[config.mk]
export PLATFORM = sky130hd
export DESIGN_NAME = transceiver_frequency_plan
export DESIGN_NICKNAME = d
export VERILOG_FILES = /design/src/design/tfp_pkg.sv /design/src/design/tfp_band_check.sv /design/src/design/tfp_plan.sv /design/src/design/transceiver_frequency_plan.sv
export SDC_FILE = /design/constraint.sdc
export NUM_CORES = 1
export LEC_CHECK = 0
export ABC_CLOCK_PERIOD_IN_PS = 5840
export BUFFER_PORTS_ARGS = -buffer_cell sky130_fd_sc_hd__buf_4
export CELL_PAD_IN_SITES_DETAIL_PLACEMENT = 1
export CELL_PAD_IN_SITES_GLOBAL_PLACEMENT = 1
export CORE_MARGIN = 1.5
export CORE_UTILIZATION = 40
export DETAILED_ROUTE_END_ITERATION = 8
export PLACE_DENSITY_LB_ADDON = 0.1
export SYNTH_ARGS = -nofsm -noshare
export SYNTH_HDL_FRONTEND = slang
export SYNTH_SLANG_ARGS = --single-unit
[constraint.sdc]
create_clock -name clk_i -period 5.84 [get_ports clk_i]
set_input_delay 0.584 -clock clk_i [delete_from_list [all_inputs] [get_ports clk_i]]
set_output_delay 0.584 -clock clk_i [all_outputs]
set_load 0.01 [all_outputs]
[src/design/tfp_pkg.sv]
package tfp_pkg;

  // item field widths
  localparam int unsigned DialW  = 26;
  localparam int unsigned ModeW  = 2;
  localparam int unsigned ClkW   = 28;
  localparam int unsigned CarrW  = 25;
  localparam int unsigned ToneW  = 11;
  localparam int unsigned CfgIdxW = 2;
  localparam int unsigned CfgDataW = 25;

  // operating modes
  localparam logic [ModeW-1:0] OP_LSB    = 2'd0;
  localparam logic [ModeW-1:0] OP_USB    = 2'd1;
  localparam logic [ModeW-1:0] OP_CW     = 2'd2;
  localparam logic [ModeW-1:0] OP_CW_REV = 2'd3;

  // configuration register indexes
  localparam logic [CfgIdxW-1:0] CFG_SSB_CARRIER = 2'd0;
  localparam logic [CfgIdxW-1:0] CFG_CW_CARRIER  = 2'd1;
  localparam logic [CfgIdxW-1:0] CFG_CW_TONE     = 2'd2;

  // register reset values
  localparam logic [CarrW-1:0] SSB_CARRIER_RST = 25'd11995000;
  localparam logic [CarrW-1:0] CW_CARRIER_RST  = 25'd11995000;
  localparam logic [ToneW-1:0] CW_TONE_RST     = 11'd700;

  // second oscillator for the upper and lower plans
  localparam logic [ClkW-1:0] UPPER_SECOND_OSC = 28'd56995000;
  localparam logic [ClkW-1:0] LOWER_SECOND_OSC = 28'd32995000;

  // low-pass filter thresholds
  localparam logic [DialW-1:0] LPF_A_MAX_HZ   = 26'd21000000;
  localparam logic [DialW-1:0] LPF_B_LIMIT_HZ = 26'd14000000;
  localparam logic [DialW-1:0] LPF_C_MAX_HZ   = 26'd7000000;

  // band edges in hertz (khz edge times 1000): floor(hz/1000) >= lo is
  // hz >= lo*1000, floor(hz/1000) < hi is hz < hi*1000
  localparam int unsigned BandCount = 10;
  localparam logic [DialW-1:0] BAND_LO_HZ [BandCount] = '{
    26'd1800000, 26'd3500000, 26'd5351000, 26'd7000000, 26'd10100000,
    26'd14000000, 26'd18068000, 26'd21000000, 26'd24890000, 26'd28000000
  };
  localparam logic [DialW-1:0] BAND_HI_HZ [BandCount] = '{
    26'd2000000, 26'd3900000, 26'd5367000, 26'd7200000, 26'd10150000,
    26'd14350000, 26'd18168000, 26'd21450000, 26'd24990000, 26'd29700000
  };

  typedef struct packed {
    logic in_band;
    logic lpf_a;
    logic lpf_b;
    logic lpf_c;
  } band_info_t;

endpackage

[src/design/tfp_band_check.sv]
module tfp_band_check (
  input  logic [tfp_pkg::DialW-1:0] dial_hz_i,
  output tfp_pkg::band_info_t       info_o
);
  import tfp_pkg::*;

  logic [BandCount-1:0] hit;

  // one compare pair per band, all in parallel
  always_comb begin
    for (int i = 0; i < BandCount; i++) begin
      hit[i] = (dial_hz_i >= BAND_LO_HZ[i]) && (dial_hz_i < BAND_HI_HZ[i]);
    end
  end

  assign info_o.in_band = |hit;
  assign info_o.lpf_a   = dial_hz_i <= LPF_A_MAX_HZ;
  assign info_o.lpf_b   = dial_hz_i <  LPF_B_LIMIT_HZ;
  assign info_o.lpf_c   = dial_hz_i <= LPF_C_MAX_HZ;

endmodule

[src/design/tfp_plan.sv]
module tfp_plan (
  input  logic [tfp_pkg::DialW-1:0] dial_hz_i,
  input  logic [tfp_pkg::ModeW-1:0] op_mode_i,
  input  logic                      tx_i,
  input  logic [tfp_pkg::CarrW-1:0] ssb_carrier_i,
  input  logic [tfp_pkg::CarrW-1:0] cw_carrier_i,
  input  logic [tfp_pkg::ToneW-1:0] cw_tone_i,
  output logic [tfp_pkg::ClkW-1:0]  clk0_hz_o,
  output logic [tfp_pkg::ClkW-1:0]  clk1_hz_o,
  output logic [tfp_pkg::ClkW-1:0]  clk2_hz_o
);
  import tfp_pkg::*;

  logic            cw_kind;
  logic            upper;
  logic [ClkW-1:0] carrier;
  logic [ClkW-1:0] dial;
  logic [ClkW-1:0] tone;
  logic [ClkW-1:0] base;
  logic [ClkW-1:0] shift;

  assign cw_kind = (op_mode_i == OP_CW) || (op_mode_i == OP_CW_REV);
  assign upper   = (op_mode_i == OP_USB) || (op_mode_i == OP_CW);
  assign carrier = {{(ClkW-CarrW){1'b0}}, cw_kind ? cw_carrier_i : ssb_carrier_i};
  assign dial    = {{(ClkW-DialW){1'b0}}, dial_hz_i};
  assign tone    = {{(ClkW-ToneW){1'b0}}, cw_tone_i};

  // upper plan subtracts the carrier, lower plan adds it
  assign base = upper ? (UPPER_SECOND_OSC - carrier) : (LOWER_SECOND_OSC + carrier);

  // receive pitch offset; modulo 2^28 arithmetic, the final sum is always in range
  always_comb begin
    shift = '0;
    if (!tx_i) begin
      case (op_mode_i)
        OP_CW:     shift = ClkW'(~tone + 1'b1);
        OP_CW_REV: shift = tone;
        default:   shift = '0;
      endcase
    end
  end

  always_comb begin
    clk0_hz_o = carrier;
    if (tx_i && cw_kind) begin
      clk1_hz_o = '0;
      clk2_hz_o = dial;
    end else begin
      clk1_hz_o = upper ? UPPER_SECOND_OSC : LOWER_SECOND_OSC;
      clk2_hz_o = base + dial + shift;
    end
  end

endmodule

[src/design/transceiver_frequency_plan.sv]
// frequency plan for a dual-conversion superhet transceiver
//
// command channel: an item (dial_hz_i, op_mode_i, tx_request_i) is taken at
// a rising edge where start_i is high and busy_o is low. busy_o stays low, so
// a new item can be started in every cycle.
// result channel: done_o is high for exactly one cycle with the three
// synthesizer frequencies, the filter relay bits and the transmit status.
// pipeline: an accepted item passes the input register, then the result
// register, which raises done_o with the result; throughput is one item
// per cycle, set by the single combinational pass between the two
// registers.
// configuration: cfg_we_i writes cfg_data_i into register cfg_idx_i
// (0 ssb carrier, 1 cw carrier, 2 cw tone); index 3 is ignored. write only
// while no item is in flight.
// reset: rst_ni clears the pipeline valid bits and loads the register reset
// values; no result is lost or repeated since the receiver cannot stall.
module transceiver_frequency_plan (
  input  logic                         clk_i,
  input  logic                         rst_ni,
  input  logic                         start_i,
  output logic                         busy_o,
  input  logic [tfp_pkg::DialW-1:0]    dial_hz_i,
  input  logic [tfp_pkg::ModeW-1:0]    op_mode_i,
  input  logic                         tx_request_i,
  input  logic                         cfg_we_i,
  input  logic [tfp_pkg::CfgIdxW-1:0]  cfg_idx_i,
  input  logic [tfp_pkg::CfgDataW-1:0] cfg_data_i,
  output logic                         done_o,
  output logic [tfp_pkg::ClkW-1:0]     clk0_hz_o,
  output logic [tfp_pkg::ClkW-1:0]     clk1_hz_o,
  output logic [tfp_pkg::ClkW-1:0]     clk2_hz_o,
  output logic                         lpf_a_o,
  output logic                         lpf_b_o,
  output logic                         lpf_c_o,
  output logic                         tx_active_o,
  output logic                         tx_refused_o
);
  import tfp_pkg::*;

  // configuration registers
  logic [CarrW-1:0] ssb_carrier_q;
  logic [CarrW-1:0] cw_carrier_q;
  logic [ToneW-1:0] cw_tone_q;

  // input stage
  logic             in_valid_q;
  logic [DialW-1:0] dial_q;
  logic [ModeW-1:0] mode_q;
  logic             tx_req_q;

  // result stage
  logic             done_q;
  logic [ClkW-1:0]  clk0_q, clk1_q, clk2_q;
  logic             lpf_a_q, lpf_b_q, lpf_c_q;
  logic             tx_active_q, tx_refused_q;

  logic             accept;
  band_info_t       band;
  logic             tx;
  logic [ClkW-1:0]  clk0_d, clk1_d, clk2_d;

  // fully pipelined, never holds off a command
  assign busy_o = 1'b0;
  assign accept = start_i && !busy_o;

  always_ff @(posedge clk_i or negedge rst_ni) begin
    if (!rst_ni) begin
      ssb_carrier_q <= SSB_CARRIER_RST;
      cw_carrier_q  <= CW_CARRIER_RST;
      cw_tone_q     <= CW_TONE_RST;
    end else if (cfg_we_i) begin
      unique case (cfg_idx_i)
        CFG_SSB_CARRIER: ssb_carrier_q <= cfg_data_i;
        CFG_CW_CARRIER:  cw_carrier_q  <= cfg_data_i;
        CFG_CW_TONE:     cw_tone_q     <= cfg_data_i[ToneW-1:0];
        default: ; // unused index
      endcase
    end
  end

  // valid bits
  always_ff @(posedge clk_i or negedge rst_ni) begin
    if (!rst_ni) begin
      in_valid_q <= 1'b0;
      done_q     <= 1'b0;
    end else begin
      in_valid_q <= accept;
      done_q     <= in_valid_q;
    end
  end

  // input payload register
  always_ff @(posedge clk_i) begin
    if (accept) begin
      dial_q   <= dial_hz_i;
      mode_q   <= op_mode_i;
      tx_req_q <= tx_request_i;
    end
  end

  // band membership and filter relays
  tfp_band_check u_band (
    .dial_hz_i (dial_q),
    .info_o    (band)
  );

  // transmit only inside a band
  assign tx = tx_req_q && band.in_band;

  tfp_plan u_plan (
    .dial_hz_i     (dial_q),
    .op_mode_i     (mode_q),
    .tx_i          (tx),
    .ssb_carrier_i (ssb_carrier_q),
    .cw_carrier_i  (cw_carrier_q),
    .cw_tone_i     (cw_tone_q),
    .clk0_hz_o     (clk0_d),
    .clk1_hz_o     (clk1_d),
    .clk2_hz_o     (clk2_d)
  );

  // result payload register
  always_ff @(posedge clk_i) begin
    if (in_valid_q) begin
      clk0_q       <= clk0_d;
      clk1_q       <= clk1_d;
      clk2_q       <= clk2_d;
      lpf_a_q      <= band.lpf_a;
      lpf_b_q      <= band.lpf_b;
      lpf_c_q      <= band.lpf_c;
      tx_active_q  <= tx;
      tx_refused_q <= tx_req_q && !band.in_band;
    end
  end

  assign done_o       = done_q;
  assign clk0_hz_o    = clk0_q;
  assign clk1_hz_o    = clk1_q;
  assign clk2_hz_o    = clk2_q;
  assign lpf_a_o      = lpf_a_q;
  assign lpf_b_o      = lpf_b_q;
  assign lpf_c_o      = lpf_c_q;
  assign tx_active_o  = tx_active_q;
  assign tx_refused_o = tx_refused_q;

endmodule
==> metrics.txt, run 1 <==
Post-synth EDFFs 90; Hold Vio Cnt, Final 0; core footprint 25900 sq um; Cell variety after synth 84; initial drt markers roughly 580; nets about 1400; Chip Height 165 microns; Fmax 170 MHz; worst hold slack around 210 ps; Worst slew margin 39.2%; number of port buffers 138; Avg Cell Area, Syn 10.4 sq um; Routed WL 36500 microns; Req. time, crit path 6020 ps; power share of the sequential group 22.8%; register area share after synthesis around two fifths; Mapped Cells slightly above 1000; post-synth top area share between 20% and 30%; CTS Sinks 153; ranking of synthesized cells by area edfxtp_1, dfstp_2, dfrtp_1; non-filler cells, final 1670; Primary FF master, synth edfxtp_1; clock power share between 10% and 20%; worst setup path class reg -> reg; hold crit path type in -> async; IR drop worst, VDD 0.202 mV; wire length per cell between 20 and 25 microns; xor/xnor cell area share of the yosys netlist 3.16%; pre-CTS setup slack -474 ps; Clock Latency Late Sink 440 ps; number of diodes 0; crit path buf inv count 3; largest net degree at the start of global routing 64; area share of and/or/nand/nor cells after synthesis between 10% and 20%; CTS tree done; Synth async-reset ratio around 40%; failing checks setup timing; Yosys warning total 0; CP max-delay cell or4_4; commonest non-fill, non-tap cells in the layout buf_4, edfxtp_1, mux2_2; vias per inst 5.61; via count around 9400; P_sw 2970 uW; first-pass GRT wire length 55700 microns; clock-pin slew on the worst setup and hold paths 80 ps; main combinational cell family by area after synthesis compound AO/OA/AOI/OAI gates; GPL Wtd Cong 0.936; maxcap violations 0; DP HPWL 26700 microns; antenna violations before repair 0; critical path, cell by cell or4_4 > a311oi_4 > nor4b_2 > a41o_1 > or4b_4 > o31a_1 > buf_12 > buf_8 > a311oi_2 > fa_1 > ha_1 > nor2b_4 > o31ai_4 > a21o_1 > a211oi_2 > o22a_1 > buf_6 > a41o_1 > or3_1 > a31o_2; CP Max Fanout 6; outcome complete, but fails checks; grt total ovfl 0; CTS Buf Count 17; FP Rows 59; Reg-to-Reg Start dial_q[8]; cell taking the most area after synthesis edfxtp_1; Cell Pwr Density 514 nW/um^2; Worst Setup End Kind flip-flop; Root Driver clkbuf_16; cell family with most CP delay compound AO/OA/AOI/OAI gates; Crit path top cell by count a41o_1; Final Util 55.2%; final setup vio count 2; Worst-Margin Slew 911 ps; Period minus WS final 5880 ps; die area 27300 sq um; sw frac between 40 and 50%; Overall Global Routing Usage 27.1%; skew final 17.4 ps; hold-fix buffer count after cts 0; fill count around 2800; synth-to-layout area growth 36.0%; initial core utilization 40.6%; Synth Area in Adders roughly 9.2%; H-tree Lvls 4; io pins 151; Remaining DRCs 0; Largest stage delay, worst path 570 ps; Pre-antenna DRT Iters 5; Synth Register Bits between 150 and 200; RSZ-0062 raised after global routing yes; share of layout cells above drive strength 1 42.7%; Inst Count DP 1607; Int Power 4380 uW; Critical Path Start dial_q[8]; CP Launch Type flip-flop; CP arrival 6060 ps; Clock Path Buffers 2; Leak 0.00611 uW; vias in the first global route 9860; max-slew violations 0; Synth Area in Compound Gates 15.9%; mapped cell area 10500 sq um; die width 165 microns; commonest non-fill, non-tap cell in the layout buf_4; antenna viol nets, final 0; setup ws final -43.0 ps; mux contribution to synthesized area 10.1%; fin crit share 101%; Comb power frac 61.2%
[per-stage QoR]
stage | total power [uW] | instance area [sq um] | setup TNS (ps)
finish | 7360 | 14300 | -58.1
global route | 7820 | 14300 | -735
CTS | 7020 | 14000 | -4.44
detailed placement | 5570 | 13000 | -2730
global placement | 5480 | 13000 | -1450
floorplan | 3880 | 10600 | -18.6
[what timing repair did]
item,in CTS,in global routing
resized for setup,45,50
buffers inserted,24,9
setup endpoints to repair,15,14
hold endpoints to repair,0,0
pin swaps,30,20
[Yosys cell counts (27+ instances only)]
master	count
edfxtp_1	90
a21oi_1	67
mux2_2	67
nand2_1	61
nor2_1	59
inv_1	53
clkbuf_1	43
o21ai_0	41
ha_1	34
dfstp_2	32
buf_4	31
dfrtp_1	31
xnor2_1	31
fa_1	27
[cell families (layout without fill, tap and decap cells)]
family | Yosys count | count (layout)
AOI/OAI and AO/OA | 247 | 247
xor gates and xnor gates | 38 | 38
adders and majority gates | 61 | 61
buffers and inverters | 136 | 444
DFF | 153 | 153
muxes | 97 | 97
other | 1 | 12
and+or+nand+nor | 283 | 283
[final timing paths]
check | cells past startpoint | end | slack, ps
setup / recovery | 20 | clk2_hz_o[23] | -40
hold / removal | 1 | ssb_carrier_q[19] | 210
setup reg to reg | 20 | clk2_hz_o[23] | -40
hold reg to reg | 1 | cw_carrier_q[22] | 500
max in group asynchronous | 1 | cw_tone_q[10] | 5090
min in group clk_i | 1 | dial_q[2] | 320
[power groups by stage]
stage	sequential, uW	clock [uW]	combinational, uW
floorplan	1730	0	2150
global placement	1680	0	3790
detailed placement	1700	0	3870
CTS	1680	1190	4150
global route	1710	1220	4890
finish	1680	1170	4500
[layout make-up]
cell class / instances / area (sq um) / area share (%)
Inverter: 54 / 205 / 1.43
Clock inverter: 12 / 123 / 0.857
Tap cell: 335 / 419 / 2.93
Sequential cell: 153 / 4320 / 30.2
Clock buffer: 20 / 479 / 3.35
Multi-Input combinational cell: 738 / 6030 / 42.1
Timing Repair Buffer: 358 / 2740 / 19.1
[state kept, by name (all words and copies together), names as in the netlist, 2 cells and up]
register and flops:
clk2_hz_o 28, cw_tone_q 11, mode_q 2, dial_q 26, clk1_hz_o 3, ssb_carrier_q 25
clk0_hz_o 25, cw_carrier_q 25
[per-layer routing]
metal / track usage [%] / vias up / part of all wire [%]
met1: 35.4 / 4717 / 44
met3: 3.35 / 68 / 3.1
met4: 9.71 / 0 / 3.1
met5: 0 / - / 0
met2: 46.1 / 226 / 50
li1: - / 4358 / -
No activity file was read; power rests on OpenSTA's default activity.
==> inputs of run 2 (changes only) <==
--- a/config.mk
+++ b/config.mk
@@ -12,6 +12,7 @@
 export CORE_MARGIN = 1.5
 export CORE_UTILIZATION = 40
 export DETAILED_ROUTE_END_ITERATION = 8
+export MAX_ROUTING_LAYER = met4
 export PLACE_DENSITY_LB_ADDON = 0.1
 export SYNTH_ARGS = -nofsm -noshare
 export SYNTH_HDL_FRONTEND = slang
==> run 2 against run 1 <==
The flow still finishes with violations (setup timing). Maximum frequency is 0.39% lower. Worst setup slack lost 23 ps. Clock power is essentially flat. First-iteration DRC count is 0.17% lower. Sequential cell count is the same. Critical endpoint is now clk2_hz_o[27].
==> metrics.txt, run 2 (synthesized netlist as in run 1, its figures left out) <==
max-slew violations 0 (unchanged); nets 1426 (-1.2%); Largest register FFs 28 (unchanged); wire length per cell 21.5 microns (-1.9%); Root Driver clkbuf_16; Period minus WS final 5910 ps (+23.1 ps); antenna viol nets, final 0 (unchanged); Critical Path Start dial_q[8]; clock-pin slew on the worst setup and hold paths 80 ps (about the same); Worst-Margin Slew 909 ps (-2.67 ps); Clock Latency Late Sink 450 ps (about the same); skew final 17.0 ps (-0.348 ps); number of port buffers 138 (unchanged); GPL Wtd Cong 0.902 (-3.6%); io pins 151 (unchanged); share of layout cells above drive strength 1 41.4% (-1.3 points); Remaining DRCs 0 (unchanged); Clock Path Buffers 2 (unchanged); CP arrival 6110 ps (+50 ps); H-tree Lvls 4 (unchanged); CTS Buf Count 17 (unchanged); Chip Height 165 microns (unchanged); initial drt markers 583 (-0.17%); failing checks setup timing; via count 9166 (-2.2%); RSZ-0062 raised after global routing yes; Routed WL 35500 microns (-2.9%); first-pass GRT wire length 53800 microns (-3.3%); Worst Setup End Kind flip-flop; die width 165 microns (unchanged); maxcap violations 0 (unchanged); initial core utilization 40.6% (unchanged); worst hold slack 211 ps (+2.16 ps); Reg-to-Reg Start dial_q[8]; hold crit path type in -> async; commonest non-fill, non-tap cell in the layout buf_4; Overall Global Routing Usage 27.1% (-0.053 points); number of diodes 0 (unchanged); CTS Sinks 153 (unchanged); CTS tree done; Leak 0.00599 uW (-1.9%); commonest non-fill, non-tap cells in the layout buf_4, edfxtp_1, mux2_2; DP HPWL 26600 microns (-0.34%); IR drop worst, VDD 0.228 mV (+13%); total negative slack -107 ps (-48.7 ps); hold-fix buffer count after cts 0 (unchanged); grt total ovfl 0 (unchanged); die area 27300 sq um (unchanged); vias in the first global route 9401 (-4.7%); CP Max Fanout 7 (+1); Pre-antenna DRT Iters 5 (unchanged); fin crit share 101% (+0.40 points); pre-CTS setup slack -470 ps (+3.58 ps); Final Util 54.3% (-0.94 points); Hold Vio Cnt, Final 0 (unchanged); final setup vio count 2 (unchanged); CP Launch Type flip-flop; setup ws final -66.2 ps (-23.1 ps); Fmax 169 MHz (-0.39%); largest net degree at the start of global routing 64 (unchanged); synth-to-layout area growth 33.7%; worst setup path class reg -> reg; Worst slew margin 39.4% (+0.18 points); antenna violations before repair 0 (unchanged); vias per inst 5.55 (-1.2%); outcome complete, but fails checks; Req. time, crit path 6040 ps (+20 ps); core footprint 25900 sq um (unchanged); FP Rows 59 (unchanged); Cell Pwr Density 501 nW/um^2 (-2.6%); Final Power 7040 uW (-4.3%)
==> run 2: cell types whose count changed in the layout (fill, tap and decap cells not counted), sizes merged <==
cell,previous run,this run
clkinv,3,4
buf,358,341
clkbuf,20,19
==> run 2: cell type report <==
| type | count | area, sq um |
|---|---|---|
| clock buffer | 19 | 454 |
| fill | 2833 | 11800 |
| inverter | 54 | 205 |
| tap | 335 | 419 |
| clock inverter | 13 | 124 |
| sequential | 153 | 4320 |
| timing repair buffer | 341 | 2590 |
| multi-input combinational | 738 | 5950 |
==> run 2: power by group <==
| group | switching (uW) | total [uW] | internal, uW |
|---|---|---|---|
| sequential | 131 | 1680 | 1540 |
| clock | 551 | 1140 | 590 |
| combinational | 2140 | 4220 | 2090 |
| total | 2820 | 7040 | 4220 |
==> run 2: per-stage QoR <==
stage / instances / cell area (sq um)
6_report: 1653 / 14100
5_1_grt: 1653 / 14100
4_1_cts: 1648 / 13800
3_5_place_dp: 1611 / 13000
3_3_place_gp: 1611 / 13000
2_1_floorplan: 1027 / 10600
==> run 2: path summary, 6_finish.rpt <==
path / endpoint / slack, ps / cells after the start
worst max-delay path: clk2_hz_o[27] / -70 / 21
worst min-delay path: cw_carrier_q[19] / 210 / 1
worst max register to register: clk2_hz_o[27] / -70 / 21
worst min register to register: cw_carrier_q[12] / 500 / 1
max in group asynchronous: in_valid_q / 5090 / 1
min in group clk_i: dial_q[2] / 310 / 1
==> run 2: layer usage <==
layer,vias to the layer above,share of wire [%],global-route usage [%]
met5,-,0,-
met3,48,3.4,3.77
met4,0,2.2,8.35
li1,4315,-,-
met1,4578,45,34.4
met2,225,50,44.7
==> run 2: repair_timing <==
action / 4_1_cts / 5_1_grt
cloned: 0 / 0
pin swaps: 13 / 24
resized for setup: 26 / 49
buffers inserted: 5 / 6
setup endpoints to repair: 14 / 13
==> run 2: worst max-delay path: stages (launching register included) <==
cell and delay [ps]:
edfxtp_1 390, or4_4 560, a311oi_2 280, nor4b_1 100
a41o_1 230, or4b_4 550, o31a_4 430, buf_6 140
or3_4 360, fa_2 340, inv_2 70, ha_4 130
inv_2 40, fa_2 370, nor2b_2 160, o31ai_2 80
a21o_1 230, a211oi_2 290, o22a_1 240, a41oi_2 130
a31oi_1 180, mux2_2 360
